--- src/rtl/hfla_pkg.sv ---
// Package for the hex-float long arithmetic unit: item types, operation codes,
// sequencer states. No dependencies.
`default_nettype none
package hfla_pkg;

    typedef enum logic [2:0] {
        OP_ADD  = 3'd0,
        OP_SUB  = 3'd1,
        OP_MULR = 3'd2,
        OP_MULX = 3'd3,
        OP_DIV  = 3'd4,
        OP_CVT  = 3'd5
    } op_t;

    typedef struct packed {
        logic [2:0]         operation;
        logic [63:0]        operand_a;
        logic [63:0]        operand_b;
        logic signed [31:0] int_value;
    } in_item_t;

    typedef struct packed {
        logic [63:0] result_word;
        logic        divide_by_zero;
    } out_item_t;

    typedef enum logic [3:0] {
        ST_IDLE,
        ST_NORMA,
        ST_NORMB,
        ST_ADDALIGN,
        ST_ADDOP,
        ST_ADDNORM,
        ST_ROUND,
        ST_MUL,
        ST_MULFIN,
        ST_DIV,
        ST_DIVFIN,
        ST_DONE
    } state_t;

    localparam int FracW   = 56;
    localparam int ShiftOut = 14;

endpackage
`default_nettype wire

--- src/rtl/hfla_mul_step.sv ---
// Shared 32x32 multiplier step for the hex-float unit: one partial product a
// cycle while en is high, accumulated into a 128-bit product register. Depends on hfla_pkg.
`default_nettype none
module hfla_mul_step (
    input  wire logic         clk,
    input  wire logic         clear,
    input  wire logic         en,
    input  wire logic [1:0]   sel,
    input  wire logic [63:0]  x,
    input  wire logic [63:0]  y,
    output logic      [127:0] prod
);
    import hfla_pkg::*;

    logic [127:0] prod_reg;
    logic [31:0]  xh;
    logic [31:0]  yh;
    logic [63:0]  pp;
    logic [127:0] pp_sh;

    // choose halves, sel = {x half, y half}
    always_comb
    begin
        xh = sel[1] ? x[63:32] : x[31:0];
        yh = sel[0] ? y[63:32] : y[31:0];
        pp = xh * yh;
        pp_sh = {64'd0, pp} << (7'(sel[1]) * 7'd32 + 7'(sel[0]) * 7'd32);
    end

    always_ff @(posedge clk)
    begin
        if (clear)
            prod_reg <= '0;
        else if (en)
            prod_reg <= prod_reg + pp_sh;
    end

    assign prod = prod_reg;
endmodule
`default_nettype wire

--- config.mk ---
export PLATFORM = sky130hd
export DESIGN_NAME = hfla_mul_step
export DESIGN_NICKNAME = d
export VERILOG_FILES = /design/src/rtl/hfla_pkg.sv /design/src/rtl/hfla_mul_step.sv
export SDC_FILE = /design/constraint.sdc
export NUM_CORES = 2
export LEC_CHECK = 0
export BUFFER_PORTS_ARGS = -buffer_cell sky130_fd_sc_hd__buf_2
export CAP_MARGIN = 15
export CORE_MARGIN = 2
export CORE_UTILIZATION = 60
export CTS_CLUSTER_DIAMETER = 60
export CTS_CLUSTER_SIZE = 10
export DETAILED_ROUTE_END_ITERATION = 7
export GPL_ROUTABILITY_DRIVEN = 0
export HOLD_SLACK_MARGIN = 0.12
export PLACE_DENSITY = 0.9
export SLEW_MARGIN = 10
export SYNTH_ARGS = -nofsm -noshare
export SYNTH_HDL_FRONTEND = slang
export SYNTH_SLANG_ARGS = --single-unit
--- constraint.sdc ---
create_clock -name clk -period 28.8 [get_ports clk]
set_clock_uncertainty 0.1 [all_clocks]
set_input_delay 0 -clock clk [delete_from_list [all_inputs] [get_ports clk]]
set_output_delay 0 -clock clk [all_outputs]
set_load 0.05 [all_outputs]
==> metrics.cfg <==
[status]
violations=DRC
outcome=complete, but fails checks

[clocking]
cts_tree=yes
cts_resized=0
clk_pin_slew_ps=70
root_buffer=clkbuf_16
postCtsSetupRepairBufs=0
clockBufferDepth=2
cts_made_buffers=17
cts.sinks=128
cts_max_level=4
clk_latency_ps=460

[placement]
hpwl_um=132000
port_buffers=260

[synthesis]
syn-mean-instance-area_um2=8.21
ys_types=78
ys_warn_count=0
async_flop_share_pct=0
synth_fa_ha_area_share_pct=48.8
synth_top_family_by_area=adder cells
syn_nets=7120
synth_compound_area_share_pct=11.7
synthMuxAreaShare_pct=4.54
synthSimpleGateAreaFrac_pct=16.4
synth_seq_cells=128
synth-edff-count=0
syn_area_um2=46800
synth_flop_cell=dfxtp_1
yosys.area_share.xor_xnor_pct=3.41
netlist_instances=5699
ys_seq_area_share_pct=5.48

[critical_path]
endpoint_kind=flop
cpMostUsedCell=fa_1
slowest_stage=mux2i_4
startpoint_type=primary input
crit_required_ps=29020
crit_type=primary input to flop
cp_max_fo=34
cpPeakStageDelay_ps=1010
arrival_ps=13460

[grt]
grt_overflow=0
grt_pass1_vias=46069
grt_max_degree=66
grt_pass1_wl_um=259000
antenna_found_initial=8
grt_usage_pct=42.0

[drt]
wl_per_cell_um=25.0
drt-pass1-iter-count=8
routed-via-count=44813
route.detailed.drc=68
ant_nets=0
drt-initial-drc-count=6756
via_per_inst=6.60
wl_um=170000

[timing]
hold_violations=0
worst_pin_slew_ps=1240
slew_violations=0
setup_viol=0
fin_crit_sh_pct=46.0
fin_tns_setup_ps=0
holdWs_ps=391
max_freq_ghz=0.0755
rsz0062_at_grt=no
max-slew-margin-rel_pct=17.4
period_minus_slack_ps=13240

[floorplanning]
die_area_um2=80200
ios=261
rows=102
core_area_um2=77300
die_x_um=283
die_height_um=283
start_util_pct=60.5

[hold_path]
min_path_type=flop to flop

[layout]
largest_reg_flops=128
nets=7157
area_growth_pct=5.99
drive_above_1_share_pct=8.49

[job]
maxCapViolCount=0

-- cell type report --
| class | instances | area [um^2] |
|---|---|---|
| sequential | 128 | 2560 |
| multi-input combinational | 4369 | 39900 |
| inverter | 895 | 3360 |
| timing repair buffer | 325 | 1800 |
| clock inverter | 15 | 193 |
| clock buffer | 17 | 425 |
| fill | 5878 | 27800 |
| antenna | 5 | 12.5 |
| tap | 1040 | 1300 |
-- cell families after synthesis --
logic type / Yosys count
and+or+nand+nor: 1834
adders and majority gates: 1288
buffers and inverters: 1202
AOI/OAI and AO/OA: 861
muxes: 204
xor gates and xnor gates: 182
DFF: 128
-- Yosys cell counts (7+ instances only) --
cell | n | area (um^2)
mux2i_1 | 139 | 1390
nor2_1 | 850 | 3190
nor2b_1 | 46 | 288
o21a_1 | 26 | 195
a21o_1 | 144 | 1080
clkbuf_1 | 276 | 1040
a21boi_0 | 13 | 97.6
fa_1 | 897 | 18000
o22ai_1 | 29 | 181
or2_2 | 10 | 62.6
xor2_1 | 63 | 552
nand3_1 | 33 | 165
nand2b_1 | 26 | 163
buf_1 | 22 | 82.6
and3_1 | 9 | 56.3
ha_1 | 391 | 4890
nand4_1 | 84 | 526
nand2_1 | 667 | 2500
buf_2 | 9 | 45.0
a221oi_1 | 14 | 123
nor3_1 | 32 | 160
inv_1 | 894 | 3360
a211oi_1 | 15 | 113
o21bai_1 | 66 | 495
or3_1 | 7 | 43.8
dfxtp_1 | 128 | 2560
a21oi_1 | 246 | 1230
a22o_1 | 10 | 87.6
a31oi_1 | 25 | 156
o21ai_0 | 182 | 911
xnor2_1 | 119 | 1040
o31ai_1 | 19 | 143
o211ai_1 | 7 | 52.6
nor4_1 | 10 | 62.6
mux2_2 | 65 | 732
and4_1 | 11 | 96.3
and2_1 | 33 | 206
-- per-stage QoR --
stage	util [%]	instances	instance area, um^2	worst slack, ps
global route	64.1	6791	49600	15230
CTS	64.1	6789	49600	16110
finish	64.1	6794	49600	15560
global placement	63.3	6754	48900	16120
floorplan	-	5699	46800	17530
detailed placement	63.3	6754	48900	15720
-- timing repair --
item	4_1_cts	5_1_grt
hold buffers	3	0
setup endpoints to repair	0	0
hold endpoints to repair	14	0
-- worst max-delay path: cells and delay by family --
| kind | cells | cell delay [ps] |
|---|---|---|
| AND/OR/NAND/NOR | 3 | 1690 |
| adder cells (fa/ha/maj) | 10 | 5000 |
| XOR/XNOR | 2 | 340 |
| buffers and inverters | 7 | 1510 |
| AO/OA/AOI/OAI | 18 | 3820 |
| multiplexers | 1 | 1010 |
-- placed cells by master (no fill, tap or decap), drive strengths merged, types with 29 or more instances in the layout --
master,Yosys,layout
a21o,144,144
a21oi,248,248
and2,33,33
buf,31,322
dfxtp,128,128
fa,897,897
ha,391,391
inv,895,902
mux2,65,65
mux2i,139,139
nand2,667,667
nand3,33,33
nand4,84,84
nor2,850,850
nor2b,46,46
nor3,32,32
o21ai,187,187
o21bai,66,66
o22ai,29,29
xnor2,119,119
xor2,63,63
-- metal layers --
| metal | global-route usage, % | vias to the layer above | routed length [um] |
|---|---|---|---|
| li1 | - | 18118 | - |
| met1 | 49.0 | 20997 | 52500 |
| met2 | 60.5 | 4333 | 69400 |
| met3 | 20.5 | 1351 | 31700 |
| met4 | 29.6 | 14 | 16100 |
| met5 | 0.833 | - | 254 |
-- worst paths after layout --
check	startpoint	to	slack, ps	cells after the start
worst max-delay path	sel[1]	prod[109]$_SDFFE_PP0P_	15560	41
worst min register to register	prod[47]$_SDFFE_PP0P_	prod[47]$_SDFFE_PP0P_	390	2
worst max register to register	prod[0]$_SDFFE_PP0P_	prod[120]$_SDFFE_PP0P_	24020	15
worst min-delay path	prod[47]$_SDFFE_PP0P_	prod[47]$_SDFFE_PP0P_	390	2
Power is not shown: default switching activity piles up to over one toggle a cycle in this logic, so the estimate is an artifact.
